`src/hdl/lpfd_pkg.sv`:
```
// Shared types and constants for the length-prefixed frame deframer.
package lpfd_pkg;

    localparam int LPFD_BYTE_W      = 8;
    localparam int LPFD_WORD_W      = 16;
    localparam int LPFD_CLIENT_W    = 32;
    localparam int LPFD_QUEUE_DEPTH = 4;

    // Header byte positions; bytes beyond the client id are discarded.
    localparam logic [3:0] HDR_LEN_LO    = 4'd0;
    localparam logic [3:0] HDR_LEN_HI    = 4'd1;
    localparam logic [3:0] HDR_KIND_LO   = 4'd2;
    localparam logic [3:0] HDR_KIND_HI   = 4'd3;
    localparam logic [3:0] HDR_SEND_LO   = 4'd4;
    localparam logic [3:0] HDR_SEND_HI   = 4'd5;
    localparam logic [3:0] HDR_CLIENT_B0 = 4'd6;
    localparam logic [3:0] HDR_CLIENT_B1 = 4'd7;
    localparam logic [3:0] HDR_CLIENT_B2 = 4'd8;
    localparam logic [3:0] HDR_CLIENT_B3 = 4'd9;
    localparam logic [3:0] HDR_END       = 4'd10;

    typedef enum logic [1:0] {
        PH_LEN = 2'd0,
        PH_HDR = 2'd1,
        PH_PAY = 2'd2
    } phase_t;

    typedef struct packed {
        logic [LPFD_BYTE_W-1:0]          payload_byte;
        logic                            payload_valid;
        logic                            frame_end;
        logic [LPFD_WORD_W-1:0]          payload_length;
        logic [LPFD_WORD_W-1:0]          packet_kind;
        logic [LPFD_WORD_W-1:0]          sender_kind;
        logic signed [LPFD_CLIENT_W-1:0] client_id;
    } result_t;

endpackage

```
`src/hdl/lpfd_byte_if.sv`:
```
// Input byte channel: valid/ready with one received byte.
interface lpfd_byte_if;
    logic                            valid;
    logic                            ready;
    logic [lpfd_pkg::LPFD_BYTE_W-1:0] rx_byte;

    modport source (output valid, output rx_byte, input ready);
    modport sink   (input valid, input rx_byte, output ready);
endinterface

```
`src/hdl/lpfd_result_if.sv`:
```
// Output result channel: valid/ready with payload byte and header fields.
interface lpfd_result_if;
    logic                                   valid;
    logic                                   ready;
    logic [lpfd_pkg::LPFD_BYTE_W-1:0]        payload_byte;
    logic                                   payload_valid;
    logic                                   frame_end;
    logic [lpfd_pkg::LPFD_WORD_W-1:0]        payload_length;
    logic [lpfd_pkg::LPFD_WORD_W-1:0]        packet_kind;
    logic [lpfd_pkg::LPFD_WORD_W-1:0]        sender_kind;
    logic signed [lpfd_pkg::LPFD_CLIENT_W-1:0] client_id;

    modport source (output valid, output payload_byte, output payload_valid,
                    output frame_end, output payload_length, output packet_kind,
                    output sender_kind, output client_id, input ready);
    modport sink   (input valid, input payload_byte, input payload_valid,
                    input frame_end, input payload_length, input packet_kind,
                    input sender_kind, input client_id, output ready);
endinterface

```
`src/hdl/length_prefixed_frame_deframer_top.sv`:
```
// A result is queued as its byte is accepted and then registered in the output stage.
// Throughput: one byte per cycle unless the queue is full (in_ch.ready is then low).
// A QUEUE_DEPTH-entry result queue lets input flow while the output stalls, until full.
// Reset (rst_n, asynchronous, active low) returns the parser to waiting for a
// header-length byte and empties the queue and output register.
module length_prefixed_frame_deframer_top #(
    parameter int QUEUE_DEPTH = lpfd_pkg::LPFD_QUEUE_DEPTH
) (
    input  logic          clk,
    input  logic          rst_n,
    lpfd_byte_if.sink     in_ch,
    lpfd_result_if.source out_ch
);
    import lpfd_pkg::*;

    logic    q_full;
    logic    q_push;
    logic    q_pop;
    logic    q_not_empty;
    result_t q_wr_data;
    result_t q_rd_data;

    lpfd_front u_front (
        .clk    (clk),
        .rst_n  (rst_n),
        .in_ch  (in_ch),
        .q_full (q_full),
        .q_push (q_push),
        .q_data (q_wr_data)
    );

    lpfd_queue #(
        .DEPTH (QUEUE_DEPTH)
    ) u_queue (
        .clk       (clk),
        .rst_n     (rst_n),
        .push      (q_push),
        .wr_data   (q_wr_data),
        .full      (q_full),
        .pop       (q_pop),
        .not_empty (q_not_empty),
        .rd_data   (q_rd_data)
    );

    lpfd_back u_back (
        .clk         (clk),
        .rst_n       (rst_n),
        .q_not_empty (q_not_empty),
        .q_data      (q_rd_data),
        .q_pop       (q_pop),
        .out_ch      (out_ch)
    );

endmodule

```
`src/hdl/lpfd_front.sv`:
```
// Frame parser: takes bytes, tracks frame phase, pushes results into the queue.
module lpfd_front (
    input  logic                clk,
    input  logic                rst_n,
    lpfd_byte_if.sink           in_ch,
    input  logic                q_full,
    output logic                q_push,
    output lpfd_pkg::result_t   q_data
);
    import lpfd_pkg::*;

    phase_t                   phase_reg, phase_next;
    logic [LPFD_BYTE_W-1:0]   hdr_left_reg, hdr_left_next;
    logic [3:0]               hdr_idx_reg, hdr_idx_next;
    logic [LPFD_WORD_W-1:0]   pay_left_reg, pay_left_next;
    logic [LPFD_WORD_W-1:0]   cap_len_reg, cap_len_next;
    logic [LPFD_WORD_W-1:0]   cap_kind_reg, cap_kind_next;
    logic [LPFD_WORD_W-1:0]   cap_send_reg, cap_send_next;
    logic [LPFD_CLIENT_W-1:0] cap_client_reg, cap_client_next;

    logic                     accept;
    logic [LPFD_BYTE_W-1:0]   b;
    logic [LPFD_BYTE_W-1:0]   hdr_left_dec;
    logic                     hdr_done;
    logic                     pay_last;

    assign in_ch.ready = !q_full;
    assign accept      = in_ch.valid && !q_full;
    assign b           = in_ch.rx_byte;

    assign hdr_left_dec = (hdr_left_reg != '0) ? hdr_left_reg - 1'b1 : hdr_left_reg;
    assign hdr_done     = (hdr_left_dec == '0);
    assign pay_last     = (pay_left_reg <= LPFD_WORD_W'(1));

    // Datapath and result generation
    always_comb
    begin
        hdr_left_next   = hdr_left_reg;
        hdr_idx_next    = hdr_idx_reg;
        pay_left_next   = pay_left_reg;
        cap_len_next    = cap_len_reg;
        cap_kind_next   = cap_kind_reg;
        cap_send_next   = cap_send_reg;
        cap_client_next = cap_client_reg;
        q_push          = 1'b0;
        q_data          = '0;

        if (accept)
        begin
            unique case (phase_reg)
                PH_HDR:
                begin
                    case (hdr_idx_reg)
                        HDR_LEN_LO:    cap_len_next[7:0]       = b;
                        HDR_LEN_HI:    cap_len_next[15:8]      = b;
                        HDR_KIND_LO:   cap_kind_next[7:0]      = b;
                        HDR_KIND_HI:   cap_kind_next[15:8]     = b;
                        HDR_SEND_LO:   cap_send_next[7:0]      = b;
                        HDR_SEND_HI:   cap_send_next[15:8]     = b;
                        HDR_CLIENT_B0: cap_client_next[7:0]    = b;
                        HDR_CLIENT_B1: cap_client_next[15:8]   = b;
                        HDR_CLIENT_B2: cap_client_next[23:16]  = b;
                        HDR_CLIENT_B3: cap_client_next[31:24]  = b;
                        default: ;
                    endcase
                    if (hdr_idx_reg != HDR_END)
                        hdr_idx_next = hdr_idx_reg + 1'b1;
                    hdr_left_next = hdr_left_dec;
                    if (hdr_done)
                    begin
                        if (cap_len_next == '0)
                            q_push = 1'b1;
                        else
                            pay_left_next = cap_len_next;
                    end
                    q_data.frame_end = 1'b1;
                end
                PH_PAY:
                begin
                    q_push               = 1'b1;
                    q_data.payload_byte  = b;
                    q_data.payload_valid = 1'b1;
                    q_data.frame_end     = pay_last;
                    if (pay_last)
                        pay_left_next = '0;
                    else
                        pay_left_next = pay_left_reg - 1'b1;
                end
                default:
                begin
                    // header-length byte: a zero length closes the frame at once
                    cap_len_next    = '0;
                    cap_kind_next   = '0;
                    cap_send_next   = '0;
                    cap_client_next = '0;
                    hdr_idx_next    = '0;
                    hdr_left_next   = b;
                    q_data.frame_end = 1'b1;
                    if (b == '0)
                        q_push = 1'b1;
                end
            endcase
        end

        q_data.payload_length = cap_len_next;
        q_data.packet_kind    = cap_kind_next;
        q_data.sender_kind    = cap_send_next;
        q_data.client_id      = $signed(cap_client_next);
    end

    // Next phase
    always_comb
    begin
        phase_next = phase_reg;
        if (accept)
        begin
            unique case (phase_reg)
                PH_HDR:
                begin
                    if (hdr_done)
                        phase_next = (cap_len_next == '0) ? PH_LEN : PH_PAY;
                end
                PH_PAY:
                begin
                    if (pay_last)
                        phase_next = PH_LEN;
                end
                default:
                begin
                    phase_next = (b == '0) ? PH_LEN : PH_HDR;
                end
            endcase
        end
    end

    always_ff @(posedge clk or negedge rst_n)
    begin
        if (!rst_n)
        begin
            phase_reg      <= PH_LEN;
            hdr_left_reg   <= '0;
            hdr_idx_reg    <= '0;
            pay_left_reg   <= '0;
            cap_len_reg    <= '0;
            cap_kind_reg   <= '0;
            cap_send_reg   <= '0;
            cap_client_reg <= '0;
        end
        else
        begin
            phase_reg      <= phase_next;
            hdr_left_reg   <= hdr_left_next;
            hdr_idx_reg    <= hdr_idx_next;
            pay_left_reg   <= pay_left_next;
            cap_len_reg    <= cap_len_next;
            cap_kind_reg   <= cap_kind_next;
            cap_send_reg   <= cap_send_next;
            cap_client_reg <= cap_client_next;
        end
    end

endmodule

```
`src/hdl/lpfd_queue.sv`:
```
// Short result queue between the parser and the output stage.
module lpfd_queue #(
    parameter int DEPTH = lpfd_pkg::LPFD_QUEUE_DEPTH
) (
    input  logic              clk,
    input  logic              rst_n,
    input  logic              push,
    input  lpfd_pkg::result_t wr_data,
    output logic              full,
    input  logic              pop,
    output logic              not_empty,
    output lpfd_pkg::result_t rd_data
);
    import lpfd_pkg::*;

    localparam int AW = (DEPTH > 1) ? $clog2(DEPTH) : 1;
    localparam int CW = $clog2(DEPTH + 1);
    localparam logic [AW-1:0] LAST_PTR = AW'(DEPTH - 1);
    localparam logic [CW-1:0] FULL_CNT = CW'(DEPTH);

    result_t         mem [DEPTH];
    result_t         rd_data_reg;
    logic [AW-1:0]   wr_ptr_reg, wr_ptr_next;
    logic [AW-1:0]   rd_ptr_reg, rd_ptr_next;
    logic [CW-1:0]   count_reg, count_next;
    logic            do_push, do_pop;

    assign full      = (count_reg == FULL_CNT);
    assign not_empty = (count_reg != '0);
    assign do_push   = push && !full;
    assign do_pop    = pop && not_empty;
    assign rd_data   = rd_data_reg;

    always_comb
    begin
        wr_ptr_next = wr_ptr_reg;
        rd_ptr_next = rd_ptr_reg;
        count_next  = count_reg;
        if (do_push)
            wr_ptr_next = (wr_ptr_reg == LAST_PTR) ? '0 : wr_ptr_reg + 1'b1;
        if (do_pop)
            rd_ptr_next = (rd_ptr_reg == LAST_PTR) ? '0 : rd_ptr_reg + 1'b1;
        if (do_push && !do_pop)
            count_next = count_reg + 1'b1;
        else if (do_pop && !do_push)
            count_next = count_reg - 1'b1;
    end

    always_ff @(posedge clk)
    begin
        if (do_push)
            mem[wr_ptr_reg] <= wr_data;
    end

    // head entry is read ahead; a write landing on the next head is forwarded
    always_ff @(posedge clk)
    begin
        if (do_push && (wr_ptr_reg == rd_ptr_next))
            rd_data_reg <= wr_data;
        else
            rd_data_reg <= mem[rd_ptr_next];
    end

    always_ff @(posedge clk or negedge rst_n)
    begin
        if (!rst_n)
        begin
            wr_ptr_reg <= '0;
            rd_ptr_reg <= '0;
            count_reg  <= '0;
        end
        else
        begin
            wr_ptr_reg <= wr_ptr_next;
            rd_ptr_reg <= rd_ptr_next;
            count_reg  <= count_next;
        end
    end

endmodule

```
`src/hdl/lpfd_back.sv`:
```
// Output stage: registers queued results onto the result channel.
module lpfd_back (
    input  logic              clk,
    input  logic              rst_n,
    input  logic              q_not_empty,
    input  lpfd_pkg::result_t q_data,
    output logic              q_pop,
    lpfd_result_if.source     out_ch
);
    import lpfd_pkg::*;

    logic    out_valid_reg, out_valid_next;
    result_t out_data_reg;
    logic    load;

    // refill whenever the register is empty or its transfer completes
    assign load  = q_not_empty && (!out_valid_reg || out_ch.ready);
    assign q_pop = load;

    always_comb
    begin
        out_valid_next = out_valid_reg;
        if (load)
            out_valid_next = 1'b1;
        else if (out_ch.ready)
            out_valid_next = 1'b0;
    end

    always_ff @(posedge clk)
    begin
        if (load)
            out_data_reg <= q_data;
    end

    always_ff @(posedge clk or negedge rst_n)
    begin
        if (!rst_n)
            out_valid_reg <= 1'b0;
        else
            out_valid_reg <= out_valid_next;
    end

    assign out_ch.valid          = out_valid_reg;
    assign out_ch.payload_byte   = out_data_reg.payload_byte;
    assign out_ch.payload_valid  = out_data_reg.payload_valid;
    assign out_ch.frame_end      = out_data_reg.frame_end;
    assign out_ch.payload_length = out_data_reg.payload_length;
    assign out_ch.packet_kind    = out_data_reg.packet_kind;
    assign out_ch.sender_kind    = out_data_reg.sender_kind;
    assign out_ch.client_id      = out_data_reg.client_id;

endmodule

```
`src/flat_wrapper.sv`:
```
// flat-port wrapper written by rule: the top's interface ports become plain ports
module length_prefixed_frame_deframer_top_flat import lpfd_pkg::*;
#(
    parameter int QUEUE_DEPTH = lpfd_pkg::LPFD_QUEUE_DEPTH
)
  (clk, rst_n, in_ch_valid, in_ch_rx_byte, in_ch_ready, out_ch_valid, out_ch_payload_byte, out_ch_payload_valid, out_ch_frame_end, out_ch_payload_length, out_ch_packet_kind, out_ch_sender_kind, out_ch_client_id, out_ch_ready);
  lpfd_byte_if in_ch_i ();
  lpfd_result_if out_ch_i ();
  input  logic clk;
  input  logic rst_n;
  input wire logic [$bits(in_ch_i.valid)-1:0] in_ch_valid;
  input wire logic [$bits(in_ch_i.rx_byte)-1:0] in_ch_rx_byte;
  output wire logic [$bits(in_ch_i.ready)-1:0] in_ch_ready;
  output wire logic [$bits(out_ch_i.valid)-1:0] out_ch_valid;
  output wire logic [$bits(out_ch_i.payload_byte)-1:0] out_ch_payload_byte;
  output wire logic [$bits(out_ch_i.payload_valid)-1:0] out_ch_payload_valid;
  output wire logic [$bits(out_ch_i.frame_end)-1:0] out_ch_frame_end;
  output wire logic [$bits(out_ch_i.payload_length)-1:0] out_ch_payload_length;
  output wire logic [$bits(out_ch_i.packet_kind)-1:0] out_ch_packet_kind;
  output wire logic [$bits(out_ch_i.sender_kind)-1:0] out_ch_sender_kind;
  output wire logic [$bits(out_ch_i.client_id)-1:0] out_ch_client_id;
  input wire logic [$bits(out_ch_i.ready)-1:0] out_ch_ready;
  assign in_ch_i.valid = in_ch_valid;
  assign in_ch_i.rx_byte = in_ch_rx_byte;
  assign in_ch_ready = in_ch_i.ready;
  assign out_ch_valid = out_ch_i.valid;
  assign out_ch_payload_byte = out_ch_i.payload_byte;
  assign out_ch_payload_valid = out_ch_i.payload_valid;
  assign out_ch_frame_end = out_ch_i.frame_end;
  assign out_ch_payload_length = out_ch_i.payload_length;
  assign out_ch_packet_kind = out_ch_i.packet_kind;
  assign out_ch_sender_kind = out_ch_i.sender_kind;
  assign out_ch_client_id = out_ch_i.client_id;
  assign out_ch_i.ready = out_ch_ready;
  length_prefixed_frame_deframer_top #(.QUEUE_DEPTH(QUEUE_DEPTH)) u_core (.clk(clk), .rst_n(rst_n), .in_ch(in_ch_i), .out_ch(out_ch_i));
endmodule
```
`config.mk`:
```
export PLATFORM = sky130hd
export DESIGN_NAME = length_prefixed_frame_deframer_top_flat
export DESIGN_NICKNAME = d
export VERILOG_FILES = /design/src/hdl/lpfd_pkg.sv /design/src/hdl/lpfd_byte_if.sv /design/src/hdl/lpfd_result_if.sv /design/src/hdl/length_prefixed_frame_deframer_top.sv /design/src/hdl/lpfd_front.sv /design/src/hdl/lpfd_queue.sv /design/src/hdl/lpfd_back.sv /design/src/flat_wrapper.sv
export SDC_FILE = /design/constraint.sdc
export NUM_CORES = 1
export LEC_CHECK = 0
export ABC_AREA = 1
export BUFFER_PORTS_ARGS = -buffer_cell sky130_fd_sc_hd__buf_2
export CAP_MARGIN = 15
export CORE_MARGIN = 2
export CORE_UTILIZATION = 45
export CTS_CLUSTER_DIAMETER = 120
export CTS_CLUSTER_SIZE = 20
export DETAILED_ROUTE_END_ITERATION = 7
export PLACE_DENSITY = 0.62
export SYNTH_ARGS = -nofsm -noshare
export SYNTH_HDL_FRONTEND = slang
export SYNTH_HIERARCHICAL = 1
export SYNTH_SLANG_ARGS = --single-unit
```
`constraint.sdc`:
```
create_clock -name clk -period 8.2 [get_ports clk]
set_input_delay 0.41 -clock clk [delete_from_list [all_inputs] [get_ports clk]]
set_output_delay 0.41 -clock clk [all_outputs]
set_load 0.1 [all_outputs]
```
# After elaboration in Yosys (flattened, before gate mapping)
# Memories as Yosys holds them, arrays and structs flattened. A register that Yosys moved wholly into a read port is not among the register bits.
# Cells that the tools add are included.
# Widths: inputs -> output; s select.
[classes] add_sub_neg=7 magnitude_cmp=1 eq_ne=19 muxes=52 bitwise=1 n_reduce_logical=25
[op_table] op="$pmux 16 s2" count=4
[op_table] op="$mux 8" count=15
[op_table] op="$mux 16" count=6
[op_table] op="$pmux 32 s2" count=1
[op_table] op="$logic_not 16->1" count=2
[op_table] op="$mux 32" count=1
[op_table] op="$eq 4x3->1 const B" count=4
[op_table] op="$le 16x1->1 const B" count=1
[op_table] op="$logic_not 8->1" count=2
[op_table] op="$pmux 8 s2" count=1
[op_table] op="$sub 16x1->16 const B" count=1
[op_table] op="$mux 2" count=6
[op_table] op="$mux 1" count=10
[op_table] op="$mux 10" count=1
[op_table] op="$mux 9" count=1
[op_table] op="$eq 4x2->1 const B" count=2
[op_table] op="$eq 4x4->1 const B" count=2
[op_table] op="$ne 2x2->1 const B" count=4
[op_table] op="$pmux 4 s2" count=1
[op_table] op="$reduce_bool 8->1" count=1
[op_table] op="$sub 8x1->8 const B" count=1
[op_table] op="$eq 2x2->1 const B" count=3
[op_table] op="$logic_and 1x1->1" count=6
[op_table] op="$mux 3" count=2
[op_table] op="20 further kinds" count=27
[word_totals] regBits=208 ram_bits=360 in_bits=12 output_inout_bits=92 elab_cells=125 n_memories=1
[mem_list] memory="u_core.u_queue.mem" depth=4 width=90 rd=1 rd_clocked_by_memory_dff=1 wr=1 line="lpfd_queue.sv:21" rtl="result_t mem [DEPTH];"

# Depth between registers and ports, before layout
[depth] depth_word=14 ltp_mapped=22

# Cells and area by module
# The synthesis kept the hierarchy.
[by_module_without_submodules] module="lpfd_queue" instances=1 cells_per_inst=1111 area_per_inst_um2=15394.8 seq_area_each_um2=11025.6
[by_module_without_submodules] module="lpfd_front" instances=1 cells_per_inst=822 area_per_inst_um2=6314.8 seq_area_each_um2=2752.6
[by_module_without_submodules] module="lpfd_back" instances=1 cells_per_inst=96 area_per_inst_um2=2751.4 seq_area_each_um2=2727.6

# Least setup slack after synthesis
# No wires, ideal clock.
[synth_path] kind="register to register" startpoint="register u_core.u_front.hdr_idx_reg[0]" endpoint="memory u_core/u_queue/mem[0][0] (netlist bit), enable pin" setup_ps=540 arrival_time_ps=5746 required_ps=7660 slack_ps=1914 path_stages_with_launch=14 path_cell_list="dfrtp_1 -> inv_1 -> ha_1 -> buf_1 -> nand3_1 -> nand2_1 -> nand2_1 -> nor2_1 -> nand3_2 -> nor2_4 -> nand2_1 -> a31oi_1 -> nand2_1 -> nor2_1"
[synth_between] elab_chain_cells=12
[synth_rtl] element="start: declaration" line="lpfd_front.sv:14" rtl="logic [3:0] hdr_idx_reg, hdr_idx_next;"
[synth_rtl] element="start signal: assignment" line="lpfd_front.sv:153" rtl="hdr_idx_reg <= hdr_idx_next;"
[synth_rtl] element="$eq 4x1->1 / $logic_not 4->1 (equally long branches)" line="lpfd_front.sv:53" rtl="case (hdr_idx_reg)"
[synth_rtl] element="$mux 8" line="lpfd_front.sv:53"
[synth_rtl] element="$mux 8" line="lpfd_front.sv:50" rtl="unique case (phase_reg)"
[synth_rtl] element="$mux 8" line="lpfd_front.sv:48" rtl="if (accept)"
[synth_rtl] element="$logic_not 16->1 *" line="lpfd_front.sv:71" rtl="if (cap_len_next == '0)"
[synth_rtl] element="$mux 1 *" line="lpfd_front.sv:71"
[synth_rtl] element="$mux 1 *" line="lpfd_front.sv:69" rtl="if (hdr_done)"
[synth_rtl] element="$pmux 1 s2 *" line="lpfd_front.sv:50"
[synth_rtl] element="$mux 1 *" line="lpfd_front.sv:48"
[synth_rtl] element="net u_core.q_push" line="length_prefixed_frame_deframer_top.sv:17" rtl="logic q_push;"
[synth_rtl] element="$logic_and 1x1->1 *" line="lpfd_queue.sv:30" rtl="assign do_push = push && !full;"
[synth_rtl] element="$mux 1 *" line="lpfd_queue.sv:51" rtl="if (do_push)"
[synth_rtl] element="$mux 1 (implied by the code) *" line="lpfd_queue.sv:52" rtl="mem[wr_ptr_reg] <= wr_data;"
[synth_rtl] element="end: declaration" line="lpfd_queue.sv:21"
# The timed path passes the listed nets; every way through them passes the cells marked *. The select of a mux whose other input is x is not followed.

==> flow_summary.toml <==
[run_status]
status = "finished, final reports clean"

[yosys]
ys_seq_area_share_pct = 67.5
ys_ff_latch = 570
syn-num-nets = 2058
yosys.area.top_type = "edfxtp_1"
syn_avg_cell_area_um2 = 12.1
synth_top_area_share_pct = 55.2
synth.area.top_cells = "edfxtp_1 55%, dfrtp_1 12%, nand2_1 7.7%, o211ai_2 4.6%, inv_1 4.0%"
yosysWarnings = 6
syn_area_um2 = 24500
synth_cells = 2029
synth_cell_types = 46

[critical_path]
crit_start = "u_core/u_queue/count_reg[0]"
cp_slowest_cell = "inv_1"
worstSetupPathType = "register to register"
cpMostUsedCell = "inv_2"
cp_top_family = "buffers and inverters"
crit_path_max_incr_delay_ns = 0.89
ff2ff_setup_slack_ns = 3.41
critPathMaxFanout = 45
end_kind = "register"
cp_cell_sequence = "inv_2 -> nand3_1 -> inv_1 -> inv_2 -> nand2_2 -> buf_4 -> inv_2 -> nand2_1 -> inv_1 -> nand2_1 -> a31oi_1 -> o21ai_0 -> o21ai_0"
start_kind = "register"
cp.arrival_ns = 5.05
reg2reg_from = "u_core/u_queue/count_reg[0]"
required_ns = 8.46
critPathBufInv = 6

[global_routing]
overflow = 0
grt_max_degree = 219
grt_pass1_vias = 14800
grtUsageTotal_pct = 19.4
antenna_found_initial = 0
grt_pass1_wl_um = 84700

[detailed_routing]
vias_per_cell = 5.28
drtPass1Iterations = 5
ant_nets = 0
drc = 0
vias = 14900
dr.first_iter.drc_count = 1246
drt-total-wl_um = 54100
wl_per_cell_um = 19.2

[floorplanning]
die_area_um2 = 56200
ios = 104
die_y_um = 237
rows = 85
core_um2 = 53800
start_util_pct = 45.5
die_x_um = 237

[clock_network]
numCtsBuffers = 34
htreeDepth = 2
cts_sinks = 570
cts_root_buf = "clkbuf_16"
cts_tree = "built"
insertion_delay_ns = 0.57
cts_buffer_depth = 3
path_clk_slew_ns = 0.08

[power]
leakagePower_nw = 10.7
ir_drop_mv = 0.294
pwr_density_cell_nw_per_um2 = 395

[place]
finalWeightedCongestion = 0.922
dpl_worst_slack_ns = 3.50
port_buffers = 103
post-dp-hpwl_um = 33900
place_inst = 2756

[sta]
tns_ns = 0
worstMarginPinSlew_ns = 1.07
setup_violations = 0
layout_setup_ws_ns = 3.41
fin_crit_sh_pct = 58.4
period_minus_slack_ns = 4.79
fmax_mhz = 209
grt_setup_unrepaired = "no"
final_max_slew_viol_count = 0
hold_slack_ns = 0.115
fin_skew_ns = 0.0261
relSlewSlack_pct = 28.1
final-hold-violation-count = 0

[finish]
drive_above_1_share_pct = 15.2
final_common_cell = "nand2_1"
seq_area_um2 = 16500
area_delta_synth_final_pct = 7.81
fin_util_pct = 49.0
fin_nets = 2126
diodes = 0
multiInputGateArea_um2 = 6280
finalNonFillerCells = 2819
mostFrequentLayoutCells = "503 x nand2_1, 450 x edfxtp_1, 261 x inv_1, 118 x dfrtp_1, 108 x o21ai_0"
largest_reg_flops = 360
n_fill_cell = 4710

[job]
maxCapViolCount = 0

[hold_path]
hp-class = "input pin to register"
hold_path.startpoint = "out_ch_ready"
-- power breakdown --
| part | total [mW] | switching, mW | internal, mW |
|---|---|---|---|
| sequential | 4.06 | 0.294 | 3.77 |
| combinational | 4.58 | 3.67 | 0.905 |
| clock | 1.77 | 0.923 | 0.850 |
| total | 10.4 | 4.89 | 5.53 |
-- synthesized netlist by cell type (all sizes together) --
cell      n
nand2   538
edfxtp  450
inv     269
o211ai  182
dfrtp   118
o21ai   116
nand3    84
buf      72
nor2     66
clkbuf   17
ha       16
o21bai   15
o22ai    15
a32o     14
a21oi    10
xor2     10
and2      6
xnor2     6
a31oi     5
nand4     5
nor3      4
o311ai    3
dfxtp     2
nand3b    2
o221ai    2
clkinv    1
fa        1
-- layer usage --
layer | GRT usage, % | share of wire (%) | vias to the layer above
met4 | 5.15 | 2.0 | 0
li1 | - | - | 7092
met3 | 2.52 | 4.9 | 66
met1 | 26.1 | 44 | 7338
met5 | 0 | 0 | -
met2 | 33.4 | 49 | 392
-- what timing repair did --
| action | 4_1_cts | 5_1_grt |
|---|---|---|
| resized for setup | 0 | 0 |
| hold buffers | 1 | 0 |
| setup buffers | 0 | 0 |
| endpoints found under the hold margin | 51 | 0 |
-- kinds of logic (layout without fill, tap and decap cells) --
| group | after synthesis | in the layout | share of synthesized area, % |
|---|---|---|---|
| and+or+nand+nor | 705 | 705 | 12.2 |
| DFF | 570 | 570 | 67.5 |
| AOI/OAI and AO/OA | 362 | 362 | 11.8 |
| buffers and inverters | 359 | 453 | 7.01 |
| adders and majority gates | 17 | 17 | 0.900 |
| xor gates and xnor gates | 16 | 16 | 0.573 |
-- worst register-to-register path, cell delays in order (launching register included) --
cell and delay, ns:
dfrtp_1 0.43, inv_2 0.05, nand3_1 0.14, inv_1 0.07, inv_2 0.06, nand2_2 0.03, buf_4 0.27, inv_2 0.45
nand2_1 0.58, inv_1 0.89, nand2_1 0.20, a31oi_1 0.82, o21ai_0 0.15, o21ai_0 0.34
-- metrics by stage --
step	power (mW)	area [um^2]
after floorplan	7.94	24500
after global placement	8.69	25300
after CTS	10.5	26400
after detailed placement	8.73	25300
after global routing	11.0	26400
final	10.4	26400
-- cell type report --
| cell class | count | share of cell area, % |
|---|---|---|
| clock buffer | 61 | 3.85 |
| inverter | 270 | 3.84 |
| tap | 696 | 3.30 |
| timing repair buffer | 121 | 2.53 |
| multi-input combinational | 1100 | 23.8 |
| sequential | 570 | 62.6 |
| clock inverter | 1 | 0.0427 |
-- final timing paths --
| path | depth (start not counted) | endpoint |
|---|---|---|
| worst min-delay path | 4 | u_core/u_back/out_ch.valid |
| worst max register to register | 13 | u_core/u_queue/mem[0][14] |
| min in group asynchronous | 2 | u_core/u_front/cap_len_reg[11] |
| worst min register to register | 2 | register |
| worst max-delay path | 13 | u_core/u_queue/mem[0][14] |
| max in group asynchronous | 3 | u_core/u_front/cap_send_reg[1] |
No activity file was read; power rests on OpenSTA's default activity.
